`config.mk`:
```
export PLATFORM = sky130hd
export DESIGN_NAME = multilevel_feedback_queue_top
export DESIGN_NICKNAME = d
export VERILOG_FILES = /design/src/sv/mlfq_pkg.sv /design/src/sv/mlfq_link_mem.sv /design/src/sv/multilevel_feedback_queue_top.sv
export SDC_FILE = /design/constraint.sdc
export NUM_CORES = 2
export LEC_CHECK = 0
export BUFFER_PORTS_ARGS = -buffer_cell sky130_fd_sc_hd__buf_2
export CAP_MARGIN = 15
export CORE_ASPECT_RATIO = 0.75
export CORE_MARGIN = 10
export CORE_UTILIZATION = 55
export CTS_CLUSTER_SIZE = 10
export DETAILED_ROUTE_END_ITERATION = 10
export PLACE_DENSITY = 0.8
export SKIP_CTS_REPAIR_TIMING = 1
export SLEW_MARGIN = 20
export SYNTH_ARGS = -nofsm -noshare
export SYNTH_HDL_FRONTEND = slang
export SYNTH_SLANG_ARGS = --single-unit
```
`constraint.sdc`:
```
create_clock -name clock -period 5.6 [get_ports clock]
set_input_delay 1.12 -clock clock [delete_from_list [all_inputs] [get_ports clock]]
set_output_delay 1.12 -clock clock [all_outputs]
set_load 0.01 [all_outputs]
```
`src/sv/mlfq_pkg.sv`:
```
`default_nettype none
package mlfq_pkg;

   localparam int DEF_NUM_TASKS  = 64;
   localparam int DEF_NUM_LEVELS = 4;
   localparam int NUM_SLICES     = 4;

   localparam logic [2:0] ACT_ENQUEUE = 3'd0;
   localparam logic [2:0] ACT_REMOVE  = 3'd1;
   localparam logic [2:0] ACT_DEMOTE  = 3'd2;
   localparam logic [2:0] ACT_BOOST   = 3'd3;
   localparam logic [2:0] ACT_PICK    = 3'd4;

   localparam logic [15:0] SLICE0_RESET = 16'd5;
   localparam logic [15:0] SLICE1_RESET = 16'd10;
   localparam logic [15:0] SLICE2_RESET = 16'd20;
   localparam logic [15:0] SLICE3_RESET = 16'd40;

   typedef struct packed {
      logic [2:0] action;
      logic [5:0] task_number;
      logic [3:0] requested_level;
      logic [1:0] query_level;
   } req_type;

   typedef struct packed {
      logic [5:0]  result_task;
      logic [1:0]  result_level;
      logic [15:0] granted_slice;
      logic        found;
      logic        last;
      logic [6:0]  level_count;
   } rsp_type;

   typedef struct packed {
      logic next_we;
      logic prev_we;
      logic level_we;
   } link_we_type;

   typedef enum logic [2:0] {
      ST_IDLE,
      ST_LOOKUP,
      ST_APPEND_A,
      ST_APPEND_B,
      ST_BOOST,
      ST_EMIT
   } state_type;

endpackage
`default_nettype wire

```
`src/sv/mlfq_link_mem.sv`:
```
`default_nettype none
module mlfq_link_mem #(
   parameter int NUM_TASKS  = mlfq_pkg::DEF_NUM_TASKS,
   parameter int NUM_LEVELS = mlfq_pkg::DEF_NUM_LEVELS
) (
   input  wire logic                              clock,
   input  wire logic [$clog2(NUM_TASKS)-1:0]      rd_addr,
   output logic      [$clog2(NUM_TASKS+1)-1:0]    rd_next,
   output logic      [$clog2(NUM_TASKS+1)-1:0]    rd_prev,
   output logic      [$clog2(NUM_LEVELS)-1:0]     rd_level,
   input  mlfq_pkg::link_we_type                  wr_en,
   input  wire logic [$clog2(NUM_TASKS)-1:0]      next_addr,
   input  wire logic [$clog2(NUM_TASKS+1)-1:0]    next_data,
   input  wire logic [$clog2(NUM_TASKS)-1:0]      prev_addr,
   input  wire logic [$clog2(NUM_TASKS+1)-1:0]    prev_data,
   input  wire logic [$clog2(NUM_TASKS)-1:0]      level_addr,
   input  wire logic [$clog2(NUM_LEVELS)-1:0]     level_data
);
   import mlfq_pkg::*;

   localparam int LINK_W = $clog2(NUM_TASKS+1);
   localparam int LW     = $clog2(NUM_LEVELS);

   logic [LINK_W-1:0] next_mem  [NUM_TASKS];
   logic [LINK_W-1:0] prev_mem  [NUM_TASKS];
   logic [LW-1:0]     level_mem [NUM_TASKS];

   always_ff @(posedge clock) begin
      if (wr_en.next_we) begin
         next_mem[next_addr] <= next_data;
      end
      if (wr_en.prev_we) begin
         prev_mem[prev_addr] <= prev_data;
      end
      if (wr_en.level_we) begin
         level_mem[level_addr] <= level_data;
      end
      rd_next  <= next_mem[rd_addr];
      rd_prev  <= prev_mem[rd_addr];
      rd_level <= level_mem[rd_addr];
   end

endmodule
`default_nettype wire

```
`src/sv/multilevel_feedback_queue_top.sv`:
```
`default_nettype none
// channel   direction  handshake              payload
// req       in         req_valid / req_stall  mlfq_pkg::req_type
// rsp       out        rsp_valid / rsp_stall  mlfq_pkg::rsp_type
// csr       in         psel/penable/pready    4 x 16-bit slice registers
//
// One item at a time; states after idle: enqueue append A/B, emit (lookup,
// emit if already queued); remove lookup, emit (emit alone if not queued);
// pick lookup, emit (emit alone if all empty); demote lookup, append A/B,
// emit; boost, per moved task, boost, lookup, append A/B, emit. A result
// waits only while the previous one is still stalled in the output register.
// Synchronous reset empties all levels and clears queued marks; the link
// memory is not cleared. A stalled result holds in the output register while
// the next item is taken.
module multilevel_feedback_queue_top #(
   parameter int NUM_TASKS  = mlfq_pkg::DEF_NUM_TASKS,
   parameter int NUM_LEVELS = mlfq_pkg::DEF_NUM_LEVELS
) (
   input  wire logic              clock,
   input  wire logic              reset,
   input  wire logic              req_valid,
   output logic                   req_stall,
   input  mlfq_pkg::req_type      req_payload,
   output logic                   rsp_valid,
   input  wire logic              rsp_stall,
   output mlfq_pkg::rsp_type      rsp_payload,
   input  wire logic              psel,
   input  wire logic              penable,
   input  wire logic              pwrite,
   input  wire logic [3:0]        paddr,
   input  wire logic [31:0]       pwdata,
   output logic [31:0]            prdata,
   output logic                   pready
);
   import mlfq_pkg::*;

   localparam int TW     = $clog2(NUM_TASKS);
   localparam int LINK_W = $clog2(NUM_TASKS+1);
   localparam int LW     = $clog2(NUM_LEVELS);
   localparam int CW     = $clog2(NUM_TASKS+1);
   localparam logic [LINK_W-1:0] NIL = LINK_W'(NUM_TASKS);

   state_type         state_ff, state_in;
   logic [2:0]        op_ff, op_in;
   logic [TW-1:0]     task_ff, task_in;
   logic [1:0]        q_ff, q_in;
   logic [LW-1:0]     lvl_ff, lvl_in;
   logic [LINK_W-1:0] tl_ff, tl_in;
   logic [5:0]        res_task_ff, res_task_in;
   logic [1:0]        res_lvl_ff, res_lvl_in;
   logic [15:0]       res_slice_ff, res_slice_in;
   logic              res_found_ff, res_found_in;
   logic [CW-1:0]     left_ff, left_in;
   logic [LINK_W-1:0] head_ff [NUM_LEVELS];
   logic [LINK_W-1:0] head_in [NUM_LEVELS];
   logic [LINK_W-1:0] tail_ff [NUM_LEVELS];
   logic [LINK_W-1:0] tail_in [NUM_LEVELS];
   logic [CW-1:0]     cnt_ff  [NUM_LEVELS];
   logic [CW-1:0]     cnt_in  [NUM_LEVELS];
   logic [CW-1:0]     total_ff, total_in;
   logic [NUM_TASKS-1:0] queued_ff, queued_in;
   logic [15:0]       slice_ff [NUM_SLICES];
   logic              rsp_valid_ff, rsp_valid_in;
   rsp_type           rsp_data_ff, rsp_data_in;

   logic [TW-1:0]     rd_addr;
   logic [LINK_W-1:0] rd_next, rd_prev;
   logic [LW-1:0]     rd_level;
   link_we_type       wr_en;
   logic [TW-1:0]     next_addr, prev_addr, level_addr;
   logic [LINK_W-1:0] next_data, prev_data;
   logic [LW-1:0]     level_data;

   logic              pick_hit, boost_hit;
   logic [LW-1:0]     pick_lvl, boost_lvl;
   logic [CW-1:0]     cnt_sum;

   mlfq_link_mem #(
      .NUM_TASKS (NUM_TASKS),
      .NUM_LEVELS(NUM_LEVELS)
   ) u_link_mem (
      .clock     (clock),
      .rd_addr   (rd_addr),
      .rd_next   (rd_next),
      .rd_prev   (rd_prev),
      .rd_level  (rd_level),
      .wr_en     (wr_en),
      .next_addr (next_addr),
      .next_data (next_data),
      .prev_addr (prev_addr),
      .prev_data (prev_data),
      .level_addr(level_addr),
      .level_data(level_data)
   );

   function automatic logic [15:0] slice_of(input logic [LW-1:0] l,
                                            input logic [15:0] s0,
                                            input logic [15:0] s1,
                                            input logic [15:0] s2,
                                            input logic [15:0] s3);
      logic [15:0] r;
      if (32'(l) == 0) begin
         r = s0;
      end else if (32'(l) == 1) begin
         r = s1;
      end else if (32'(l) == 2) begin
         r = s2;
      end else begin
         r = s3;
      end
      return r;
   endfunction

   always_comb begin
      pick_hit  = 1'b0;
      pick_lvl  = '0;
      boost_hit = 1'b0;
      boost_lvl = '0;
      cnt_sum   = '0;
      for (int i = NUM_LEVELS - 1; i >= 0; i--) begin
         if (head_ff[i] != NIL) begin
            pick_hit = 1'b1;
            pick_lvl = LW'(i);
            if (i > 0) begin
               boost_hit = 1'b1;
               boost_lvl = LW'(i);
            end
         end
      end
      for (int i = 0; i < NUM_LEVELS; i++) begin
         cnt_sum = cnt_sum + cnt_ff[i];
      end
   end

   always_comb begin
      logic          t_ok;
      logic [TW-1:0] t_idx;
      logic [LW-1:0] clamp_lvl;
      logic          do_unlink;
      logic [CW-1:0] q_cnt;
      state_in     = state_ff;
      op_in        = op_ff;
      task_in      = task_ff;
      q_in         = q_ff;
      lvl_in       = lvl_ff;
      tl_in        = tl_ff;
      res_task_in  = res_task_ff;
      res_lvl_in   = res_lvl_ff;
      res_slice_in = res_slice_ff;
      res_found_in = res_found_ff;
      left_in      = left_ff;
      head_in      = head_ff;
      tail_in      = tail_ff;
      cnt_in       = cnt_ff;
      total_in     = total_ff;
      queued_in    = queued_ff;
      rsp_valid_in = rsp_valid_ff && rsp_stall;
      rsp_data_in  = rsp_data_ff;
      rd_addr      = task_ff;
      wr_en        = '0;
      next_addr    = task_ff;
      next_data    = NIL;
      prev_addr    = task_ff;
      prev_data    = NIL;
      level_addr   = task_ff;
      level_data   = lvl_ff;
      t_ok         = 32'(req_payload.task_number) < NUM_TASKS;
      t_idx        = TW'(req_payload.task_number);
      clamp_lvl    = (32'(req_payload.requested_level) > NUM_LEVELS - 1) ?
                     LW'(NUM_LEVELS - 1) : LW'(req_payload.requested_level);
      do_unlink    = 1'b0;
      q_cnt        = '0;
      unique case (state_ff)
         ST_IDLE: begin
            rd_addr = t_idx;
            if (req_valid) begin
               op_in        = req_payload.action;
               task_in      = t_idx;
               q_in         = req_payload.query_level;
               res_task_in  = '0;
               res_lvl_in   = '0;
               res_slice_in = '0;
               res_found_in = 1'b0;
               state_in     = ST_EMIT;
               priority if ((req_payload.action == ACT_ENQUEUE ||
                             req_payload.action == ACT_REMOVE ||
                             req_payload.action == ACT_DEMOTE) && !t_ok) begin
                  state_in = ST_EMIT;
               end else if (req_payload.action == ACT_ENQUEUE) begin
                  res_task_in = req_payload.task_number;
                  if (queued_ff[t_idx]) begin
                     state_in = ST_LOOKUP;
                  end else begin
                     lvl_in       = clamp_lvl;
                     res_lvl_in   = 2'(clamp_lvl);
                     res_found_in = 1'b1;
                     state_in     = ST_APPEND_A;
                  end
               end else if (req_payload.action == ACT_REMOVE) begin
                  res_task_in = req_payload.task_number;
                  if (queued_ff[t_idx]) begin
                     state_in = ST_LOOKUP;
                  end
               end else if (req_payload.action == ACT_DEMOTE) begin
                  state_in = ST_LOOKUP;
               end else if (req_payload.action == ACT_BOOST) begin
                  left_in = total_ff - cnt_ff[0];
                  if (total_ff != cnt_ff[0]) begin
                     state_in = ST_BOOST;
                  end
               end else if (req_payload.action == ACT_PICK) begin
                  if (pick_hit) begin
                     task_in    = head_ff[pick_lvl][TW-1:0];
                     rd_addr    = head_ff[pick_lvl][TW-1:0];
                     res_lvl_in = 2'(pick_lvl);
                     state_in   = ST_LOOKUP;
                  end
               end else begin
                  state_in = ST_EMIT;
               end
            end else begin
               state_in = ST_IDLE;
            end
         end
         ST_BOOST: begin
            task_in  = head_ff[boost_lvl][TW-1:0];
            rd_addr  = head_ff[boost_lvl][TW-1:0];
            state_in = ST_LOOKUP;
         end
         ST_LOOKUP: begin
            res_task_in = 6'(task_ff);
            do_unlink   = (op_ff != ACT_ENQUEUE) &&
                          (op_ff != ACT_DEMOTE || queued_ff[task_ff]);
            if (do_unlink) begin
               if (rd_prev != NIL) begin
                  wr_en.next_we = 1'b1;
                  next_addr     = rd_prev[TW-1:0];
                  next_data     = rd_next;
               end else begin
                  head_in[rd_level] = rd_next;
               end
               if (rd_next != NIL) begin
                  wr_en.prev_we = 1'b1;
                  prev_addr     = rd_next[TW-1:0];
                  prev_data     = rd_prev;
               end else begin
                  tail_in[rd_level] = rd_prev;
               end
               cnt_in[rd_level]   = cnt_ff[rd_level] - 1'b1;
               total_in           = total_ff - 1'b1;
               queued_in[task_ff] = 1'b0;
            end
            priority if (op_ff == ACT_ENQUEUE) begin
               res_lvl_in = 2'(rd_level);
               state_in   = ST_EMIT;
            end else if (op_ff == ACT_REMOVE) begin
               res_lvl_in   = 2'(rd_level);
               res_found_in = 1'b1;
               state_in     = ST_EMIT;
            end else if (op_ff == ACT_PICK) begin
               res_found_in = 1'b1;
               state_in     = ST_EMIT;
            end else if (op_ff == ACT_DEMOTE) begin
               lvl_in   = (32'(rd_level) < NUM_LEVELS - 1) ? rd_level + 1'b1 : rd_level;
               state_in = ST_APPEND_A;
            end else begin
               lvl_in   = '0;
               state_in = ST_APPEND_A;
            end
         end
         ST_APPEND_A: begin
            tl_in          = tail_ff[lvl_ff];
            wr_en          = '{next_we: 1'b1, prev_we: 1'b1, level_we: 1'b1};
            next_addr      = task_ff;
            next_data      = NIL;
            prev_addr      = task_ff;
            prev_data      = tail_ff[lvl_ff];
            tail_in[lvl_ff] = LINK_W'(task_ff);
            cnt_in[lvl_ff] = cnt_ff[lvl_ff] + 1'b1;
            total_in       = total_ff + 1'b1;
            queued_in[task_ff] = 1'b1;
            res_lvl_in     = 2'(lvl_ff);
            res_found_in   = 1'b1;
            res_slice_in   = (op_ff == ACT_ENQUEUE) ? 16'd0 :
                             slice_of(lvl_ff, slice_ff[0], slice_ff[1],
                                      slice_ff[2], slice_ff[3]);
            state_in       = ST_APPEND_B;
         end
         ST_APPEND_B: begin
            if (tl_ff != NIL) begin
               wr_en.next_we = 1'b1;
               next_addr     = tl_ff[TW-1:0];
               next_data     = LINK_W'(task_ff);
            end else begin
               head_in[lvl_ff] = LINK_W'(task_ff);
            end
            state_in = ST_EMIT;
         end
         ST_EMIT: begin
            if (32'(q_ff) < NUM_LEVELS) begin
               if (op_ff == ACT_BOOST) begin
                  q_cnt = (q_ff == 2'd0) ? total_ff : '0;
               end else begin
                  q_cnt = cnt_ff[LW'(q_ff)];
               end
            end
            if (!rsp_valid_ff || !rsp_stall) begin
               rsp_valid_in              = 1'b1;
               rsp_data_in.result_task   = res_task_ff;
               rsp_data_in.result_level  = res_lvl_ff;
               rsp_data_in.granted_slice = res_slice_ff;
               rsp_data_in.found         = res_found_ff;
               rsp_data_in.level_count   = 7'(q_cnt);
               rsp_data_in.last          = 1'b1;
               state_in                  = ST_IDLE;
               if (op_ff == ACT_BOOST && res_found_ff && left_ff != CW'(1)) begin
                  rsp_data_in.last = 1'b0;
                  left_in          = left_ff - 1'b1;
                  state_in         = ST_BOOST;
               end
            end
         end
         default: begin
            state_in = ST_IDLE;
         end
      endcase
   end

   always_ff @(posedge clock) begin
      if (reset) begin
         state_ff     <= ST_IDLE;
         rsp_valid_ff <= 1'b0;
         total_ff     <= '0;
         queued_ff    <= '0;
         for (int i = 0; i < NUM_LEVELS; i++) begin
            head_ff[i] <= NIL;
            tail_ff[i] <= NIL;
            cnt_ff[i]  <= '0;
         end
         slice_ff[0] <= SLICE0_RESET;
         slice_ff[1] <= SLICE1_RESET;
         slice_ff[2] <= SLICE2_RESET;
         slice_ff[3] <= SLICE3_RESET;
      end else begin
         state_ff     <= state_in;
         rsp_valid_ff <= rsp_valid_in;
         total_ff     <= total_in;
         queued_ff    <= queued_in;
         head_ff      <= head_in;
         tail_ff      <= tail_in;
         cnt_ff       <= cnt_in;
         if (psel && penable && pwrite) begin
            slice_ff[paddr[3:2]] <= pwdata[15:0];
         end
      end
   end

   always_ff @(posedge clock) begin
      op_ff        <= op_in;
      task_ff      <= task_in;
      q_ff         <= q_in;
      lvl_ff       <= lvl_in;
      tl_ff        <= tl_in;
      res_task_ff  <= res_task_in;
      res_lvl_ff   <= res_lvl_in;
      res_slice_ff <= res_slice_in;
      res_found_ff <= res_found_in;
      left_ff      <= left_in;
      rsp_data_ff  <= rsp_data_in;
   end

   assign req_stall   = (state_ff != ST_IDLE);
   assign rsp_valid   = rsp_valid_ff;
   assign rsp_payload = rsp_data_ff;
   assign pready      = 1'b1;
   assign prdata      = {16'd0, slice_ff[paddr[3:2]]};

   a_total_matches_levels: assert property (@(posedge clock) disable iff (reset)
      total_ff == cnt_sum)
      else $error("level counts disagree with total");

   a_total_matches_marks: assert property (@(posedge clock) disable iff (reset)
      $countones(queued_ff) == 32'(total_ff))
      else $error("queued marks disagree with total");

   a_append_unqueued: assert property (@(posedge clock) disable iff (reset)
      state_ff == ST_APPEND_A |-> !queued_ff[task_ff])
      else $error("append of a queued task");

   a_boost_has_work: assert property (@(posedge clock) disable iff (reset)
      state_ff == ST_BOOST |-> boost_hit && left_ff != '0)
      else $error("boost step with nothing to move");

endmodule
`default_nettype wire
```
==> out/metrics.yaml <==
run_status: "complete, no violations"
finalHoldViolations: 0
nNetsFinal: 4655
initial_core_util: 0.556
worstSkewPairLatency_ps: 790
cp_slowest_cell: "nor2_1"
seq_area_frac_synth: 0.661
first_pass_iters: 7
rsz0062_at_grt: "false"
core-area_mm2: 0.105
async_flop_share: 0
yosys.cell_count.top_type: "edfxtp_1"
port_buffers: 90
regToRegStartpoint: "level_addr[0]"
crit_buf_inv: 1
track_usage: 0.267
period_share: 0.950
critPathCaptureType: "flop"
synth-edff-count: 1173
die_w_um: 397
drv_slew: 0
place_congestion: 0.963
critical_path_arrival_ps: 5720
crit_chain: "buf_4 > nor2_1 > a21oi_1 > o22a_1 > a221oi_1 > o21ai_1 > a211oi_2 > nor2b_1 > mux2i_1 > nand2b_1 > nor2_1"
vias: 41100
cts-root-buf: "clkbuf_16"
synthDistinctLibCells: 87
synth_top_area_cell: "edfxtp_1"
synth_area_mm2: 0.0586
fin_cells: 6090
grt_pass1_vias: 39700
synth_mux_area_frac: 0.0800
synth_ff_type: "edfxtp_1"
synth_top_cells_by_area: "edfxtp_1 (60%), dfxtp_1 (6.0%), mux4_2 (5.4%)"
drive_above_1_share: 0.151
drt-vias-per-instance: 6.75
avgSynthCellArea_um2: 13.2
critPathLaunchType: "flop"
cts_inserted_buffers: 153
clkTransAtPathRegs_ps: 50
crit_required_ps: 6000
placed_area_mm2: 0.0613
relSlewSlack: 0.233
final_core_util: 0.624
reg2regPathDepth: 11
cts_htree_levels: 4
finClkSkew_ps: 36.5
syn_to_final_growth_pct: 12.3
drcViolationCount: 0
synth_adder_area_share: 0.00389
crit_type: "flop to flop"
placementRows: 103
ios: 126
synth_xor_area_frac: 0.00419
die_y_um: 303
synth_seq_cells: 1348
setup_viol: 0
fin_setup_tns_ps: 0
grt_max_degree: 127
grt_first_pass_wirelength_um: 245000
min_period_ps: 5320
max_cap_viol_count: 0
fin_hold_ws_ps: 417
fin_area_mm2: 0.0658
clock.fmax_ghz: 0.188
wl_per_cell_um: 26.9
crit_top_cell: "nor2_1"
timing.final.ws_setup_ps: 279
whs_path_depth: 0
power.leakage_nw: 22.8
netlist.area_leader.share: 0.601
netlist_instances: 4438
total_power_mw: 34.4
dp.cells: 5841
synth_common_cells: "edfxtp_1 (1173), nand2_1 (645), nor2_1 (239)"
antenna_found_initial: 5
cts_buffer_depth: 3
path_max_fanout: 11
die_area_mm2: 0.120
cp.depth: 11
cts_tree: "built"
startpoint: "level_addr[0]"
yosysWarningCount: 0
cts.sinks: 1348
max_stage_delay_ps: 870
detail-route-antenna-nets: 0
synth_compound_area_frac: 0.0981
drt-total-wl_um: 164000
critPathTopFamily: "simple AND/OR/NAND/NOR gates"
dpl.hpwl_um: 104000
hold_class: "flop to flop"
cellPowerDensity_mw_per_mm2: 523
min-delay-start: "res_slice_ff[14]"
overflow: 0
drt-initial-drc-count: 6721
synth_top_family_by_area: "simple AND/OR/NAND/NOR gates"
worstMarginPinSlew_ps: 1150
yosys.area_share.simple: 0.120
place_ws_ps: 467
irDropWorstVdd_mv: 0.580
## cell families after synthesis
kind of cell	count (synthesis)
muxes	291
adders and majority gates	17
and+or+nand+nor	1494
other	2
buffers and inverters	433
xor gates and xnor gates	28
DFF	1348
AOI/OAI and AO/OA	825
## registers in the layout, summed over array words and instances, names as in the netlist, 16 cells and up, named ones only
register / flops
u_link_mem.prev_mem: 448
rsp_payload: 33
head_ff: 28
tail_ff: 28
res_slice_ff: 16
u_link_mem.next_mem: 448
slice_ff: 64
cnt_ff: 28
u_link_mem.level_mem: 128
## worst register-to-register path: stages (launching register included)
cell and delay, ps:
edfxtp_1 420, buf_4 230, nor2_1 670, a21oi_1 160
o22a_1 180, a221oi_1 290, o21ai_1 280, a211oi_2 430
nor2b_1 270, mux2i_1 470, nand2b_1 690, nor2_1 870
## where the power goes
group,switching (mW),internal (mW)
Combinational,8.58,4.14
Clock,3.93,5.19
Sequential,0.574,12.0
## cell usage in the layout (no fill, tap or decap), drive strengths merged, types with 13 or more instances in the layout
cell type	count
a21o	23
a211oi	39
a21oi	135
a22o	15
o21ai	176
o22ai	31
clkbuf	234
a22oi	59
nor4b	15
nand2	645
conb	17
a31o	17
nor2b	39
and2	82
xnor2	16
a32oi	48
nand3	171
a311oi	35
ha	15
and3	85
edfxtp	1173
a221oi	101
mux2i	135
mux2	16
nor2	239
nor3	48
nand4	81
a31oi	54
nand3b	13
mux4	140
dfxtp	175
buf	313
inv	94
a2111oi	32
nand2b	20
## final timing paths
path	to	slack, ps
max	u_link_mem.prev_mem[36][3]	280
min	rsp_payload[23]	420
max reg2reg	u_link_mem.prev_mem[36][3]	280
min reg2reg	rsp_payload[23]	420
## routing by layer
layer,track usage,up-vias,part of all wire
li1,-,17300,-
met5,0,-,0.000098
met2,0.393,3302,0.44
met4,0.0986,4,0.035
met1,0.375,20100,0.38
met3,0.0805,461,0.15
## cell type report
class | count | area [µm²]
diodes | 2 | 5.00
clock buffers | 234 | 4240
clock inverters | 12 | 196
fillers | 7499 | 39700
inverters | 92 | 345
multi-input cells | 2672 | 18200
flip-flops and latches | 1348 | 38700
well taps | 1417 | 1770
repair buffers | 313 | 2300
Note: power is estimated with default switching activity, not from simulation.
